File: src/hw/rtl/mkw_pkg.sv
// shared types, register codes and helpers of the keyword matcher
`default_nettype none

package mkw_pkg;

  localparam int CfgDataW = 64;
  localparam int CfgIdxW  = 3;
  localparam int KwIdxW   = 2;
  localparam int LenNibW  = 4;
  localparam int DelimCntW = 4;

  // register indexes of the configuration port
  localparam logic [CfgIdxW-1:0] RegKwA       = 3'd0;
  localparam logic [CfgIdxW-1:0] RegKwB       = 3'd1;
  localparam logic [CfgIdxW-1:0] RegKwC       = 3'd2;
  localparam logic [CfgIdxW-1:0] RegKwD       = 3'd3;
  localparam logic [CfgIdxW-1:0] RegKwLen     = 3'd4;
  localparam logic [CfgIdxW-1:0] RegDelimSet  = 3'd5;
  localparam logic [CfgIdxW-1:0] RegDelimCnt  = 3'd6;
  localparam logic [CfgIdxW-1:0] RegCaseSens  = 3'd7;

  localparam logic [7:0] CharLowA   = 8'h61;
  localparam logic [7:0] CharLowZ   = 8'h7a;
  localparam logic [7:0] CaseOffset = 8'h20;

  typedef struct packed {
    logic [7:0] byte_in;
    logic       end_of_stream;
  } mkw_req_t;

  typedef struct packed {
    logic [7:0]        byte_out;
    logic              byte_valid;
    logic              match_found;
    logic [KwIdxW-1:0] keyword_index;
    logic              search_failed;
  } mkw_rsp_t;

  // priority chain handed from cell to cell
  typedef struct packed {
    logic              hit;
    logic [KwIdxW-1:0] idx;
  } mkw_chain_t;

  // ascii upper-casing unless exact compare is selected
  function automatic logic [7:0] fold_char(logic [7:0] c, logic exact);
    logic [7:0] r;
    r = c;
    if (!exact && (c >= CharLowA) && (c <= CharLowZ)) begin
      r = c - CaseOffset;
    end
    return r;
  endfunction

endpackage

`default_nettype wire

File: src/hw/rtl/mkw_chan_if.sv
// valid/ready channel carrying one request or result payload
`default_nettype none

interface mkw_chan_if #(
  parameter type payload_t = logic
);
  logic     valid;
  logic     ready;
  payload_t payload;

  modport source (output valid, output payload, input ready);
  modport sink   (input valid, input payload, output ready);
endinterface

`default_nettype wire

File: src/hw/rtl/mkw_delim.sv
// delimiter detector, one compare lane per delimiter slot
`default_nettype none

module mkw_delim #(
  parameter int MAX_DELIMITERS = 8
) (
  input  wire logic [7:0]                    byte_i,
  input  wire logic [MAX_DELIMITERS*8-1:0]   set_i,
  input  wire logic [mkw_pkg::DelimCntW-1:0] count_i,
  output logic                               is_delim_o
);
  import mkw_pkg::*;

  always_comb begin
    is_delim_o = 1'b0;
    for (int j = 0; j < MAX_DELIMITERS; j++) begin
      // slots at or above the count are unused
      if ((count_i > DelimCntW'(j)) && (set_i[8*j +: 8] == byte_i)) begin
        is_delim_o = 1'b1;
      end
    end
  end

endmodule

`default_nettype wire

File: src/hw/rtl/mkw_cell.sv
// one keyword cell: match position, lock flag and priority chain link
`default_nettype none

module mkw_cell #(
  parameter int MAX_KEYWORD_LEN = 8,
  parameter int KW_IDX          = 0
) (
  input  wire logic                           clk_i,
  input  wire logic                           rst_ni,
  input  wire logic                           step_i,
  input  wire logic                           clear_i,
  input  wire logic [7:0]                     byte_i,
  input  wire logic                           delim_i,
  input  wire logic                           exact_i,
  input  wire logic [MAX_KEYWORD_LEN*8-1:0]   kw_chars_i,
  input  wire logic [mkw_pkg::LenNibW-1:0]    kw_len_i,
  input  wire mkw_pkg::mkw_chain_t            chain_i,
  output mkw_pkg::mkw_chain_t                 chain_o
);
  import mkw_pkg::*;

  localparam int PosW     = $clog2(MAX_KEYWORD_LEN + 1);
  localparam int CharIdxW = (MAX_KEYWORD_LEN > 1) ? $clog2(MAX_KEYWORD_LEN) : 1;

  logic [PosW-1:0] pos_q, pos_d;
  logic            lock_q, lock_d;
  logic [PosW-1:0] len_c;
  logic [PosW-1:0] cmp_pos;
  logic [7:0]      kw_char;
  logic            full;
  logic            char_eq;
  logic            my_hit;

  // oversized length counts as the longest keyword
  assign len_c = (kw_len_i > LenNibW'(MAX_KEYWORD_LEN)) ? PosW'(MAX_KEYWORD_LEN)
                                                       : PosW'(kw_len_i);
  assign full    = (len_c != '0) && (pos_q >= len_c);
  assign my_hit  = full && delim_i;
  assign cmp_pos = full ? '0 : pos_q;
  assign kw_char = kw_chars_i[8*cmp_pos[CharIdxW-1:0] +: 8];
  assign char_eq = (fold_char(kw_char, exact_i) == byte_i);

  always_comb begin
    pos_d  = pos_q;
    lock_d = lock_q;
    if (len_c == '0) begin
      pos_d  = '0;
      lock_d = 1'b0;
    end else if ((pos_q == '0) && delim_i) begin
      lock_d = 1'b0;
    end else if ((pos_q == '0) && lock_q) begin
      lock_d = 1'b1;
    end else begin
      // full word without a delimiter: restart on this byte, locked
      if (full) begin
        lock_d = 1'b1;
      end
      if (char_eq) begin
        pos_d = PosW'(cmp_pos + PosW'(1));
      end else begin
        pos_d  = '0;
        lock_d = 1'b1;
      end
    end
  end

  always_ff @(posedge clk_i or negedge rst_ni) begin
    if (!rst_ni) begin
      pos_q  <= '0;
      lock_q <= 1'b0;
    end else if (clear_i) begin
      pos_q  <= '0;
      lock_q <= 1'b0;
    end else if (step_i) begin
      pos_q  <= pos_d;
      lock_q <= lock_d;
    end
  end

  // lower-numbered cells keep priority
  always_comb begin
    chain_o.hit = chain_i.hit | my_hit;
    if (chain_i.hit) begin
      chain_o.idx = chain_i.idx;
    end else if (my_hit) begin
      chain_o.idx = KwIdxW'(KW_IDX);
    end else begin
      chain_o.idx = '0;
    end
  end

endmodule

`default_nettype wire

File: src/hw/rtl/multi_keyword_whole_word_matcher_unit.sv
// top level of the multi-keyword whole-word matcher
`default_nettype none

// Scans a byte stream for up to NUM_KEYWORDS keywords that stand as whole
// words and forwards every byte. Each request (one byte, or an end-of-stream
// marker) gives exactly one result in the cycle after it is accepted, held in
// an output register; a new request is taken every cycle, also while a result
// waits, as long as that result is taken in the same cycle. The sustained
// rate is one byte per clock cycle while results are taken. The cycle path runs
// through the delimiter compare, the per-keyword character compare and the
// priority chain through all keyword cells, which decides the reported index
// and the clearing of all cells. A result flags match_found with the lowest
// keyword index on the delimiter that ends a whole word; end of stream gives
// search_failed. Configuration registers reset to their defined values, so
// there is no clearing pass after reset; write them only while idle.
module multi_keyword_whole_word_matcher_unit #(
  parameter int NUM_KEYWORDS    = 4,
  parameter int MAX_KEYWORD_LEN = 8,
  parameter int MAX_DELIMITERS  = 8
) (
  input  wire logic                          clk_i,
  input  wire logic                          rst_ni,
  mkw_chan_if.sink                           req_i,
  mkw_chan_if.source                         rsp_o,
  input  wire logic                          cfg_we_i,
  input  wire logic [mkw_pkg::CfgIdxW-1:0]   cfg_idx_i,
  input  wire logic [mkw_pkg::CfgDataW-1:0]  cfg_data_i
);
  import mkw_pkg::*;

  localparam int KwW    = MAX_KEYWORD_LEN * 8;
  localparam int DelimW = MAX_DELIMITERS * 8;

  // configuration registers
  logic [KwW-1:0]       kw_chars_q [NUM_KEYWORDS];
  logic [LenNibW-1:0]   kw_len_q   [NUM_KEYWORDS];
  logic [DelimW-1:0]    delim_set_q;
  logic [DelimCntW-1:0] delim_cnt_q;
  logic                 exact_q;

  // request side
  mkw_req_t   req;
  logic       req_fire;
  logic       step;
  logic       cell_clear;
  logic [7:0] byte_folded;
  logic       is_delim;
  mkw_chain_t chain [NUM_KEYWORDS+1];

  // result register
  logic     rsp_valid_q;
  mkw_rsp_t rsp_q, rsp_d;

  always_ff @(posedge clk_i or negedge rst_ni) begin
    if (!rst_ni) begin
      for (int k = 0; k < NUM_KEYWORDS; k++) begin
        kw_chars_q[k] <= '0;
        kw_len_q[k]   <= '0;
      end
      delim_set_q <= '0;
      delim_cnt_q <= '0;
      exact_q     <= 1'b1;
    end else if (cfg_we_i) begin
      for (int k = 0; k < NUM_KEYWORDS; k++) begin
        if (cfg_idx_i == RegKwA + CfgIdxW'(k)) begin
          kw_chars_q[k] <= cfg_data_i[KwW-1:0];
        end
      end
      case (cfg_idx_i)
        RegKwLen: begin
          for (int k = 0; k < NUM_KEYWORDS; k++) begin
            kw_len_q[k] <= cfg_data_i[LenNibW*k +: LenNibW];
          end
        end
        RegDelimSet: begin
          delim_set_q <= cfg_data_i[DelimW-1:0];
        end
        RegDelimCnt: begin
          delim_cnt_q <= cfg_data_i[DelimCntW-1:0];
        end
        RegCaseSens: begin
          exact_q <= cfg_data_i[0];
        end
        default: begin
        end
      endcase
    end
  end

  assign req         = req_i.payload;
  // take a request whenever the result register is free or drains now
  assign req_i.ready = !rsp_valid_q || rsp_o.ready;
  assign req_fire    = req_i.valid && req_i.ready;
  assign step        = req_fire && !req.end_of_stream;
  assign byte_folded = fold_char(req.byte_in, exact_q);

  mkw_delim #(
    .MAX_DELIMITERS (MAX_DELIMITERS)
  ) u_delim (
    .byte_i     (req.byte_in),
    .set_i      (delim_set_q),
    .count_i    (delim_cnt_q),
    .is_delim_o (is_delim)
  );

  // row of keyword cells, priority handed from lowest index upwards
  assign chain[0] = '0;

  for (genvar k = 0; k < NUM_KEYWORDS; k++) begin : g_cell
    mkw_cell #(
      .MAX_KEYWORD_LEN (MAX_KEYWORD_LEN),
      .KW_IDX          (k)
    ) u_cell (
      .clk_i      (clk_i),
      .rst_ni     (rst_ni),
      .step_i     (step),
      .clear_i    (cell_clear),
      .byte_i     (byte_folded),
      .delim_i    (is_delim),
      .exact_i    (exact_q),
      .kw_chars_i (kw_chars_q[k]),
      .kw_len_i   (kw_len_q[k]),
      .chain_i    (chain[k]),
      .chain_o    (chain[k+1])
    );
  end

  // a reported match or the end of stream wipes every cell
  assign cell_clear = req_fire && (req.end_of_stream || chain[NUM_KEYWORDS].hit);

  always_comb begin
    if (req.end_of_stream) begin
      rsp_d.byte_out      = '0;
      rsp_d.byte_valid    = 1'b0;
      rsp_d.match_found   = 1'b0;
      rsp_d.keyword_index = '0;
      rsp_d.search_failed = 1'b1;
    end else begin
      rsp_d.byte_out      = req.byte_in;
      rsp_d.byte_valid    = 1'b1;
      rsp_d.match_found   = chain[NUM_KEYWORDS].hit;
      rsp_d.keyword_index = chain[NUM_KEYWORDS].hit ? chain[NUM_KEYWORDS].idx : '0;
      rsp_d.search_failed = 1'b0;
    end
  end

  always_ff @(posedge clk_i or negedge rst_ni) begin
    if (!rst_ni) begin
      rsp_valid_q <= 1'b0;
    end else if (req_fire) begin
      rsp_valid_q <= 1'b1;
    end else if (rsp_o.ready) begin
      rsp_valid_q <= 1'b0;
    end
  end

  // payload register, no reset
  always_ff @(posedge clk_i) begin
    if (req_fire) begin
      rsp_q <= rsp_d;
    end
  end

  assign rsp_o.valid   = rsp_valid_q;
  assign rsp_o.payload = rsp_q;

`ifndef SYNTHESIS
  a_request_gives_result: assert property (@(posedge clk_i) disable iff (!rst_ni)
    req_fire |=> rsp_valid_q)
    else $error("accepted request left no result");

  a_waiting_result_kept: assert property (@(posedge clk_i) disable iff (!rst_ni)
    (rsp_valid_q && !rsp_o.ready) |=> (rsp_valid_q && $stable(rsp_q)))
    else $error("waiting result overwritten or dropped");

  a_match_on_byte: assert property (@(posedge clk_i) disable iff (!rst_ni)
    (rsp_valid_q && rsp_q.match_found) |-> (rsp_q.byte_valid && !rsp_q.search_failed))
    else $error("match reported without a stream byte");

  a_index_only_on_match: assert property (@(posedge clk_i) disable iff (!rst_ni)
    (rsp_valid_q && !rsp_q.match_found) |-> (rsp_q.keyword_index == '0))
    else $error("keyword index set without a match");

  a_byte_or_end: assert property (@(posedge clk_i) disable iff (!rst_ni)
    rsp_valid_q |-> (rsp_q.byte_valid != rsp_q.search_failed))
    else $error("result neither a byte nor end of stream");
`endif

endmodule

`default_nettype wire

File: src/flat_wrapper.sv
// flat-port wrapper written by rule: the top's interface ports become plain ports
module multi_keyword_whole_word_matcher_unit_flat import mkw_pkg::*;
#(
  parameter int NUM_KEYWORDS    = 4,
  parameter int MAX_KEYWORD_LEN = 8,
  parameter int MAX_DELIMITERS  = 8
)
  (clk_i, rst_ni, cfg_we_i, cfg_idx_i, cfg_data_i, req_i_valid, req_i_payload, req_i_ready, rsp_o_valid, rsp_o_payload, rsp_o_ready);
  mkw_chan_if #(.payload_t(mkw_req_t)) req_i_i ();
  mkw_chan_if #(.payload_t(mkw_rsp_t)) rsp_o_i ();
  input  wire logic clk_i;
  input  wire logic rst_ni;
  input  wire logic cfg_we_i;
  input  wire logic [mkw_pkg::CfgIdxW-1:0] cfg_idx_i;
  input  wire logic [mkw_pkg::CfgDataW-1:0] cfg_data_i;
  input wire logic [$bits(req_i_i.valid)-1:0] req_i_valid;
  input wire logic [$bits(req_i_i.payload)-1:0] req_i_payload;
  output wire logic [$bits(req_i_i.ready)-1:0] req_i_ready;
  output wire logic [$bits(rsp_o_i.valid)-1:0] rsp_o_valid;
  output wire logic [$bits(rsp_o_i.payload)-1:0] rsp_o_payload;
  input wire logic [$bits(rsp_o_i.ready)-1:0] rsp_o_ready;
  assign req_i_i.valid = req_i_valid;
  assign req_i_i.payload = req_i_payload;
  assign req_i_ready = req_i_i.ready;
  assign rsp_o_valid = rsp_o_i.valid;
  assign rsp_o_payload = rsp_o_i.payload;
  assign rsp_o_i.ready = rsp_o_ready;
  multi_keyword_whole_word_matcher_unit #(.NUM_KEYWORDS(NUM_KEYWORDS), .MAX_KEYWORD_LEN(MAX_KEYWORD_LEN), .MAX_DELIMITERS(MAX_DELIMITERS)) u_core (.clk_i(clk_i), .rst_ni(rst_ni), .req_i(req_i_i), .rsp_o(rsp_o_i), .cfg_we_i(cfg_we_i), .cfg_idx_i(cfg_idx_i), .cfg_data_i(cfg_data_i));
endmodule
File: config.mk
export PLATFORM = sky130hd
export DESIGN_NAME = multi_keyword_whole_word_matcher_unit_flat
export DESIGN_NICKNAME = d
export VERILOG_FILES = /design/src/hw/rtl/mkw_pkg.sv /design/src/hw/rtl/mkw_chan_if.sv /design/src/hw/rtl/mkw_delim.sv /design/src/hw/rtl/mkw_cell.sv /design/src/hw/rtl/multi_keyword_whole_word_matcher_unit.sv /design/src/flat_wrapper.sv
export SDC_FILE = /design/constraint.sdc
export NUM_CORES = 1
export LEC_CHECK = 0
export BUFFER_PORTS_ARGS = -buffer_cell sky130_fd_sc_hd__buf_2
export CORE_UTILIZATION = 30
export CTS_BUF_LIST = sky130_fd_sc_hd__clkbuf_8
export CTS_CLUSTER_DIAMETER = 150
export CTS_CLUSTER_SIZE = 20
export DETAILED_ROUTE_END_ITERATION = 12
export PLACE_DENSITY = 0.44
export SYNTH_ARGS = -nofsm -noshare
export SYNTH_HDL_FRONTEND = slang
export SYNTH_SLANG_ARGS = --single-unit
File: constraint.sdc
create_clock -name clk_i -period 5.2 [get_ports clk_i]
set_clock_uncertainty 0.15 [all_clocks]
set_input_delay 0.78 -clock clk_i [delete_from_list [all_inputs] [get_ports clk_i]]
set_output_delay 0.78 -clock clk_i [all_outputs]
set_load 0.02 [all_outputs]
Word-level counts from Yosys, hierarchy flattened
Cells that the tools add are included.
{"block": "totals", "wordCells": 256, "inputBits": 81, "regBits": 375, "out_inout_bits": 15}
{"block": "op_classes", "bitwise": 4, "n_eq_ne": 31, "n_mux": 83, "n_shift": 4, "addsub": 9, "order_cmp": 26, "n_reduce_logical": 74}
{"op": "$shiftx 64x7->8", "n": 4}
{"op": "$mux 4", "n": 32}
{"op": "$eq 8x8->1", "n": 12}
{"op": "$ge 8x7->1 const B", "n": 5}
{"op": "$le 8x7->1 const B", "n": 5}
{"op": "$mux 1", "n": 40}
{"op": "$mux 8", "n": 5}
{"op": "$sub 8x6->8 const B", "n": 5}
{"op": "$logic_and 1x1->1", "n": 37}
{"op": "$logic_not 4->1", "n": 8}
{"op": "$ne 3x2->1 const B", "n": 8}
{"op": "$ne 6x2->1 const B", "n": 4}
{"op": "$reduce_and 2->1", "n": 12}
{"op": "$add 4x1->4 const B", "n": 4}
{"op": "$ge 4x4->1", "n": 4}
{"op": "$gt 4x3->1 const B", "n": 4}
{"op": "$gt 4x4->1 const B", "n": 4}
{"op": "$reduce_bool 4->1", "n": 4}
{"op": "$eq 3x3->1 const B", "n": 4}
{"op": "$reduce_and 3->1", "n": 4}
{"op": "$mux 2", "n": 5}
{"op": "$gt 4x1->1 const B", "n": 2}
{"op": "$gt 4x2->1 const B", "n": 2}
{"op": "$eq 3x2->1 const B", "n": 2}
{"op": "other kinds (9)", "n": 15}

Longest topological paths before layout
Gate-level depths: netlist (run 1).
{"block": "depth", "depth_word": 18, "mapped_depth": 18, "mapped_depth_nobuf": 16}

By module
Synthesis (run 1) repeated with hierarchy kept, for this count alone.
{"block": "hier_totals", "hier_cells": 1686, "hier_area_um2": 20704.9}
{"module": "multi_keyword_whole_word_matcher_unit", "area_each_um2": 13372.8, "cells_per_inst": 775, "instances": 1, "seq_area_each_um2": 8949.8}
{"module": "mkw_cell at u_core.g_cell[3].u_cell", "area_each_um2": 1689.1, "cells_per_inst": 201, "instances": 1, "seq_area_each_um2": 125.1}
{"module": "mkw_cell at u_core.g_cell[2].u_cell", "area_each_um2": 1611.5, "cells_per_inst": 199, "instances": 1, "seq_area_each_um2": 125.1}
{"module": "mkw_cell at u_core.g_cell[0].u_cell", "area_each_um2": 1567.8, "cells_per_inst": 202, "instances": 1, "seq_area_each_um2": 125.1}
{"module": "mkw_cell at u_core.g_cell[1].u_cell", "area_each_um2": 1560.2, "cells_per_inst": 204, "instances": 1, "seq_area_each_um2": 125.1}
{"module": "mkw_delim", "area_each_um2": 903.4, "cells_per_inst": 105, "instances": 1, "seq_area_each_um2": 0.0}

Least setup slack after synthesis (run 1)
OpenSTA, ideal clock, no wires.
{"block": "synth_path", "path_kind": "register -> register", "from": "register u_core.g_cell[3].u_cell.pos_q[0]", "to": "register u_core.g_cell[3].u_cell.pos_q[1]", "slack_ps": 879, "required_ps": 4928, "period_less_slack_ps": 4321, "path_stages_with_launch": 14, "arrival_time_ps": 4049, "n_path_buf": 1, "setup_time_ps": 122, "path_cell_list": "dfrtp_1 clkbuf_1 clkinv_1 ha_1 nor3b_1 o21ai_1 a221oi_1 nor4_1 o311a_1 a2111oi_1 mux2i_1 a311o_1 and4_1 a32o_1"}
{"block": "synth_via", "elab_chain_len": 15, "elab_cells_between_ends": 29, "cone_classes": "2 x add/sub; 3 x order compare; 3 x eq/ne; 1 x shift; 8 x mux; 1 x bitwise; 11 x reduce/logical"}
{"element": "from (decl)", "line": "mkw_cell.sv:25", "rtl": "logic [PosW-1:0] pos_q, pos_d;"}
{"element": "from (signal assigned)", "line": "mkw_cell.sv:75", "rtl": "pos_q <= pos_d;"}
{"element": "$ge 4x4->1", "line": "mkw_cell.sv:37", "rtl": "assign full = (len_c != '0) && (pos_q >= len_c);"}
{"element": "$logic_and 1x1->1", "line": "mkw_cell.sv:37"}
{"element": "$mux 4", "line": "mkw_cell.sv:39", "rtl": "assign cmp_pos = full ? '0 : pos_q;"}
{"element": "$shiftx 64x7->8", "line": "mkw_cell.sv:40", "rtl": "assign kw_char = kw_chars_i[8*cmp_pos[CharIdxW-1:0] +: 8];"}
{"element": "$ge 8x7->1", "line": "mkw_pkg.sv:49", "rtl": "if (!exact && (c >= CharLowA) && (c <= CharLowZ)) begin"}
{"element": "$logic_and 1x1->1 (2 in a row)", "line": "mkw_pkg.sv:49"}
{"element": "$mux 8", "line": "mkw_pkg.sv:49"}
{"element": "$eq 8x8->1", "line": "mkw_cell.sv:41", "rtl": "assign char_eq = (fold_char(kw_char, exact_i) == byte_i);"}
{"element": "$mux 4", "line": "mkw_cell.sv:58", "rtl": "if (char_eq) begin"}
{"element": "$mux 4", "line": "mkw_cell.sv:51", "rtl": "end else if ((pos_q == '0) && lock_q) begin"}
{"element": "$mux 4", "line": "mkw_cell.sv:49", "rtl": "end else if ((pos_q == '0) && delim_i) begin"}
{"element": "$mux 4", "line": "mkw_cell.sv:46", "rtl": "if (len_c == '0) begin"}
{"element": "$mux 4", "line": "mkw_cell.sv:74", "rtl": "end else if (step_i) begin"}
{"element": "$mux 4", "line": "mkw_cell.sv:71", "rtl": "end else if (clear_i) begin"}
Several ways; a longest one is shown, not always the timed one. The select of a mux whose other input is x is not followed.
A chain may end at the register's enable or synchronous reset.

Worst setup path in the final report (run 1)
{"block": "layout_path", "from": "register u_core.kw_len_q[0] (netlist name)", "to": "register u_core.g_cell[3].u_cell.pos_q[1]"}
{"block": "layout_via", "elab_chain_len": 17, "elab_cells_between_ends": 30, "cone_classes": "2 x add/sub; 4 x order compare; 3 x eq/ne; 1 x shift; 9 x mux; 1 x bitwise; 10 x reduce/logical"}
{"element": "from (decl)", "line": "multi_keyword_whole_word_matcher_unit.sv:36", "rtl": "logic [LenNibW-1:0] kw_len_q [NUM_KEYWORDS];"}
{"element": "from (signal, indexed assignment)", "line": "multi_keyword_whole_word_matcher_unit.sv:72", "rtl": "kw_len_q[k] <= cfg_data_i[LenNibW*k +: LenNibW];"}
{"element": "$gt 4x4->1", "line": "mkw_cell.sv:35", "rtl": "assign len_c = (kw_len_i > LenNibW'(MAX_KEYWORD_LEN)) ? PosW'(MAX_KEYWORD_LEN)"}
{"element": "$mux 4 (*)", "line": "mkw_cell.sv:35"}
{"element": "$ge 4x4->1 / $reduce_bool 4->1 (equally long branches)", "line": "mkw_cell.sv:37"}
{"element": "$logic_and 1x1->1", "line": "mkw_cell.sv:37"}
{"element": "$mux 4", "line": "mkw_cell.sv:39"}
{"element": "$shiftx 64x7->8", "line": "mkw_cell.sv:40"}
{"element": "$ge 8x7->1", "line": "mkw_pkg.sv:49"}
{"element": "$logic_and 1x1->1 (2 in a row)", "line": "mkw_pkg.sv:49"}
{"element": "$mux 8", "line": "mkw_pkg.sv:49"}
{"element": "$eq 8x8->1", "line": "mkw_cell.sv:41"}
{"element": "$mux 4", "line": "mkw_cell.sv:58"}
{"element": "$mux 4", "line": "mkw_cell.sv:51"}
{"element": "$mux 4", "line": "mkw_cell.sv:49"}
{"element": "$mux 4", "line": "mkw_cell.sv:46"}
{"element": "$mux 4", "line": "mkw_cell.sv:74"}
{"element": "$mux 4", "line": "mkw_cell.sv:71"}
Mark *: on every way between the ends. The rest lies on a longest branch, timed or not. The select of a mux whose other input is x is not followed.

==> flow_summary.yaml, run 1 <==
logic_synthesis:
  avgSynthCellArea_um2: 12.1
  synth.area.mux_share_pct: 25.0
  syn-instance-count: 1604
  postSynthRegisterBits: 375
  synth_compound_area_share_pct: 9.61
  ys.flop_type: "dfrtp_1"
  synth_edf_count: 13
  syn_area_mm2: 0.0194
  synth_top_family_by_area: "multiplexers"
  synth_xor_area_share_pct: 4.57
  synthAdderAreaFrac_pct: 1.61
  synth-simple-area-share_pct: 7.74
  syn_nets: 1710
  async_flop_share_pct: 96.5
  synthTopCellsByCount: "361 x dfrtp_1, 347 x mux2_2, 85 x clkbuf_1"
  seq_area_frac_synth_pct: 48.8
  netlist_top_cells_area: "dfrtp_1 47%, mux2_2 20%, xnor2_1 3.4%"
  yosys_warnings: 0
  yosysUniqueCellTypes: 82
  synth_most_common_cell: "dfrtp_1"
  synth_top_cell_area_share_pct: 46.6
  synthDominantAreaCellType: "dfrtp_1"
timing:
  finalWorstSetupSlack_ns: 0.522
  slew_headroom_pct: 27.4
  final-hold-violation-count: 0
  timing.fmax_mhz: 214
  tns_ns: 0
  rsz0062_at_grt: "no"
  post-route-period-util_pct: 90.0
  worstMarginPinSlew_ns: 1.09
  holdWs_ns: 0.0208
  period_needed_ns: 4.68
  setup_viol: 0
  slew_violations: 0
run_status:
  status: "finished, final reports clean"
setup_path:
  cp_data_arrival_time_ns: 5.08
  reg2regPathDepth: 12
  reg2reg_to: "u_core.g_cell[3].u_cell.pos_q[1]"
  critical_path_required_ns: 5.60
  cp-start-kind: "flip-flop"
  crit_fanout: 8
  r2r_slack_ns: 0.52
  r2r_start: "u_core.kw_len_q[0]"
  endpoint_kind: "flip-flop"
  criticalPathCategory: "flip-flop to flip-flop"
floorplanning:
  io_pins: 96
  initial_utilization_pct: 30.5
  row_count: 92
  core-area_mm2: 0.0634
  die_h_um: 256
  die-width_um: 256
  die-area_mm2: 0.0656
run:
  max-cap-violations: 0
global_routing:
  grt_max_degree: 109
  grt-ovfl-total: 0
  grt_usage_pct: 21.6
  antenna_found_initial: 2
  grt_first_pass_wirelength_um: 103000
  grt_pass1_vias: 13700
route:
  wire_per_inst_um: 28.2
  firstDrtPassIters: 5
  drc: 0
  vias: 13700
  detail_route.wirelength_um: 71000
  vias_per_cell: 5.44
  antenna_left: 0
  drt_first_iter_violations: 1004
clock_tree:
  cts_tree: "yes"
  cts_buffer_depth: 3
  root_buffer: "clkbuf_8"
  post-cts-setup-buffers: 0
  numCtsBuffers: 22
  clk_pin_slew_ns: 0.13
  clock_sinks: 375
  cts_hold_buf: 0
  worstSkewPairLatency_ns: 0.67
  htree_num_levels: 1
  cts_resized: 0
placement:
  gp_congestion: 0.899
  port_buffers: 95
  post-dp-hpwl_um: 50100
  dpl_worst_slack_ns: 0.690
finish:
  area_growth_pct: 9.68
  layout-drive-gt1-share_pct: 33.1
  fill_cells: 6357
  final_nets: 1770
hold_path:
  hold_class: "input port to asynchronous set/reset pin"
power:
  finalPower_w: 0.00736
  p_per_area_mw_per_mm2: 346
  power.leakage_nw: 8.53
  ir_drop_uv: 159
## state kept, by name, indices dropped and copies added, names as in the netlist
name,count
u_core.delim_cnt_q,4
u_core.delim_set_q,64
u_core.exact_q,1
u_core.g_cell.u_cell.lock_q,4
u_core.kw_chars_q,256
u_core.kw_len_q,16
u_core.rsp_o.valid,1
u_core.rsp_o.payload,13
u_core.g_cell.u_cell.pos_q,16
## routing by layer
layer | GRT usage [%] | wire length, µm | vias to the layer above
met5 | 0 | 0 | -
met4 | 4.67 | 1660 | 0
met3 | 2.14 | 2900 | 68
met2 | 33.8 | 32000 | 361
met1 | 32.2 | 34400 | 7248
li1 | - | - | 6029
## power breakdown
part / internal (W) / total, W / switching (W)
Combinational: 0.000955 / 0.00201 / 0.00106
Sequential: 0.00352 / 0.00394 / 0.000420
Clock: 0.000399 / 0.00140 / 0.00100
Total: 0.00488 / 0.00736 / 0.00248
## kinds of logic after synthesis
kind of cell	after synthesis
DFF	375
xor gates and xnor gates	98
and+or+nand+nor	288
adders and majority gates	25
buffers and inverters	138
AOI/OAI and AO/OA	264
muxes	416
## layout by cell type, fill, tap and decap left out, drive strengths merged, types with 19 or more instances in the layout
cell / count
a21oi: 49
buf: 135
o21ai: 44
nand2: 62
inv: 41
ha: 25
nor2b: 21
xnor2: 75
nor2: 56
mux2: 347
mux4: 19
dfrtp: 361
mux2i: 50
clkbuf: 22
xor2: 21
nor3: 29
nand3: 23
## worst max path at each step
stage / start / end / slack, ns / depth (start not counted)
floorplan: u_core.g_cell[3].u_cell.pos_q[0] / u_core.g_cell[3].u_cell.pos_q[1] / 0.88 / 13
global placement: u_core.kw_len_q[0] / u_core.g_cell[3].u_cell.pos_q[1] / 0.77 / 12
detailed placement: u_core.kw_len_q[0] / u_core.g_cell[3].u_cell.pos_q[1] / 0.69 / 12
CTS: u_core.kw_len_q[0] / u_core.g_cell[3].u_cell.pos_q[1] / 0.64 / 12
global route: u_core.kw_len_q[0] / u_core.g_cell[3].u_cell.pos_q[1] / 0.35 / 12
finish: u_core.kw_len_q[0] / u_core.g_cell[3].u_cell.pos_q[1] / 0.52 / 12
## layout make-up
| class | instances | area [µm²] | share of cell area, % |
|---|---|---|---|
| repair buffers | 135 | 811 | 3.82 |
| multi-input cells | 1091 | 9430 | 44.4 |
| diodes | 1 | 2.50 | 0.0118 |
| flip-flops and latches | 375 | 9450 | 44.5 |
| well taps | 846 | 1060 | 4.98 |
| clock buffers | 22 | 303 | 1.42 |
| clock inverters | 9 | 50.0 | 0.236 |
| inverters | 39 | 146 | 0.689 |
## worst max-delay path: stages (launching register included)
cell and delay [ns]:
dfrtp_1 0.43, nor2b_1 0.14, ha_1 0.27, nor3b_1 0.46, o21ai_1 0.37, a221oi_1 0.62
nor4_1 0.11, o311a_1 0.31, a2111oi_1 0.76, mux2i_1 0.17, a311o_1 0.32, and4_1 0.20
a32o_1 0.26
## metrics by stage
stage          cell area (µm²)  cells  utilization, %
4_1_cts                  21200   2517            33.5
3_3_place_gp             20900   2486            32.9
6_report                 21300   2518            33.5
3_5_place_dp             20900   2486            32.9
5_1_grt                  21300   2518            33.5
2_1_floorplan            19400   1604               -
(Power assumes the default switching activity.)
==> run 2, diff against run 1 <==
--- a/config.mk
+++ b/config.mk
@@ -6,12 +6,12 @@
 export NUM_CORES = 1
 export LEC_CHECK = 0
 export BUFFER_PORTS_ARGS = -buffer_cell sky130_fd_sc_hd__buf_2
-export CORE_UTILIZATION = 30
+export CORE_UTILIZATION = 31
 export CTS_BUF_LIST = sky130_fd_sc_hd__clkbuf_8
 export CTS_CLUSTER_DIAMETER = 150
 export CTS_CLUSTER_SIZE = 20
 export DETAILED_ROUTE_END_ITERATION = 12
-export PLACE_DENSITY = 0.44
+export PLACE_DENSITY = 0.45
 export SYNTH_ARGS = -nofsm -noshare
 export SYNTH_HDL_FRONTEND = slang
 export SYNTH_SLANG_ARGS = --single-unit
==> run 2 against run 1 <==
Core utilization grew 0.89 points. Non-clock buffer count is 1 lower. Routed wire length grew 2.1%. Sequential share of layout area about the same. Largest power group unchanged.
==> flow_summary.yaml, run 2 (synthesized netlist as in run 1, its figures left out) <==
timing:
  rsz0062_at_grt: "no"
  post-route-period-util_pct: 89.7
  timing.fmax_mhz: 214
  period_needed_ns: 4.66
  slew_headroom_pct: 27.3
  setup_viol: 0
  worstMarginPinSlew_ns: 1.06
  tns_ns: 0
  final-hold-violation-count: 0
  slew_violations: 0
clock_tree:
  numCtsBuffers: 22
  cts_tree: "yes"
  post-cts-setup-buffers: 0
  clk_pin_slew_ns: 0.14
  cts_buffer_depth: 3
  worstSkewPairLatency_ns: 0.66
  cts_hold_buf: 0
  cts_resized: 0
  root_buffer: "clkbuf_8"
  htree_num_levels: 1
  clock_sinks: 375
placement:
  gp_congestion: 0.945
  port_buffers: 95
  post-dp-hpwl_um: 50400
run_status:
  status: "finished, final reports clean"
floorplanning:
  die-width_um: 252
  core-area_mm2: 0.0617
  die-area_mm2: 0.0635
  io_pins: 96
  die_h_um: 252
  row_count: 91
  initial_utilization_pct: 31.4
route:
  wire_per_inst_um: 28.9
  vias_per_cell: 5.48
  drt_first_iter_violations: 1209
  antenna_left: 0
  detail_route.wirelength_um: 72600
  vias: 13800
  drc: 0
  firstDrtPassIters: 5
finish:
  reg_top3: "u_core.kw_chars_q (256), u_core.delim_set_q (64)"
  fill_cells: 6198
  utilization_pct: 34.4
  area_growth_pct: 9.56
  layout_commonest_cell: "dfrtp_1"
  final_nets: 1769
  mostFrequentLayoutCells: "360 x dfrtp_1, 347 x mux2_2, 94 x buf_2, 75 x xnor2_1, 62 x nand2_1"
  layout-drive-gt1-share_pct: 33.1
  regMostFlops: "u_core.kw_chars_q"
  largest_reg_flops: 256
power:
  combinationalPowerShare_pct: 27.8
  internal_power_w: 0.00487
  p_clk_share_pct: 18.9
  power_switching_share_pct: 33.9
  ir_drop_uv: 169
  netSwitchingPower_w: 0.00250
  power.leakage_nw: 8.52
  p_seq_share_pct: 53.3
  p_per_area_mw_per_mm2: 347
setup_path:
  crit_fanout: 8
  criticalPathCategory: "flip-flop to flip-flop"
  reg2reg_to: "u_core.g_cell[3].u_cell.pos_q[1]"
  critical_path_required_ns: 5.60
  r2r_slack_ns: 0.54
  cp_data_arrival_time_ns: 5.06
  r2r_start: "u_core.kw_len_q[0]"
  endpoint_kind: "flip-flop"
  reg2regPathDepth: 12
  cp-start-kind: "flip-flop"
global_routing:
  antenna_found_initial: 10
  grt_usage_pct: 23.0
  grt-ovfl-total: 0
  grt_max_degree: 101
  grt_first_pass_wirelength_um: 104000
  grt_pass1_vias: 13800
hold_path:
  hold_class: "input port to asynchronous set/reset pin"
run:
  max-cap-violations: 0
-- run 2: changes by cell type in the layout (fill, tap and decap cells not counted), sizes merged --
cell / delta
inv: +1
diode: +1
buf: -1
clkinv: -1
-- run 2: worst max path at each step --
stage / from / depth (start not counted) / to
after global routing: u_core.kw_len_q[0] / 12 / u_core.g_cell[3].u_cell.pos_q[1]
after floorplan: u_core.g_cell[3].u_cell.pos_q[0] / 13 / u_core.g_cell[3].u_cell.pos_q[1]
after CTS: u_core.kw_len_q[0] / 12 / u_core.g_cell[3].u_cell.pos_q[1]
final: u_core.kw_len_q[0] / 12 / u_core.g_cell[3].u_cell.pos_q[1]
after global placement: req_i_payload[2] / 10 / u_core.rsp_o.payload[1]
after detailed placement: req_i_payload[2] / 10 / u_core.rsp_o.payload[1]
-- run 2: routing by layer --
metal	vias up	track usage, %	routed length [µm]
li1	6016	-	-
met1	7228	31.1	32400
met2	398	36.2	33000
met3	111	4.84	4330
met4	4	8.09	2890
met5	-	0	22
-- run 2: cell type report --
cell class	count	area (µm²)	share of cell area (%)
clock buffer	22	303	1.43
sequential	375	9450	44.5
inverter	39	146	0.690
multi-input combinational	1091	9430	44.4
clock inverter	9	42.5	0.200
timing repair buffer	134	803	3.78
tap	837	1050	4.93
antenna	2	5.00	0.0236
-- run 2: power groups by stage --
stage / registers [W] / clock network [W] / logic, W
finish: 0.00393 / 0.00139 / 0.00205
global route: 0.00400 / 0.00155 / 0.00221
CTS: 0.00392 / 0.00145 / 0.00204
detailed placement: 0.00398 / 0 / 0.00204
global placement: 0.00397 / 0 / 0.00201
floorplan: 0.00383 / 0 / 0.00139
-- run 2: critical path, cell delays in order (launching register included) --
cell and delay (ns):
dfrtp_1 0.44, nor2b_1 0.15, ha_1 0.27, nor3b_1 0.48, o21ai_1 0.37, a221oi_1 0.54, nor4_1 0.10, o311a_1 0.30
a2111oi_1 0.75, mux2i_1 0.19, a311o_1 0.33, and4_1 0.20, a32o_1 0.28
-- run 2: stage by stage --
stage	cell area (µm²)	power, W	hold WS, ns	std cells	setup slack [ns]
2_1_floorplan	19400	0.00522	0.322	1604	0.879
3_3_place_gp	20900	0.00598	0.331	2476	0.542
3_5_place_dp	20900	0.00602	0.339	2476	0.650
4_1_cts	21200	0.00741	0.0113	2507	0.624
5_1_grt	21200	0.00776	0.0513	2508	0.295
6_report	21200	0.00737	0.0134	2509	0.537
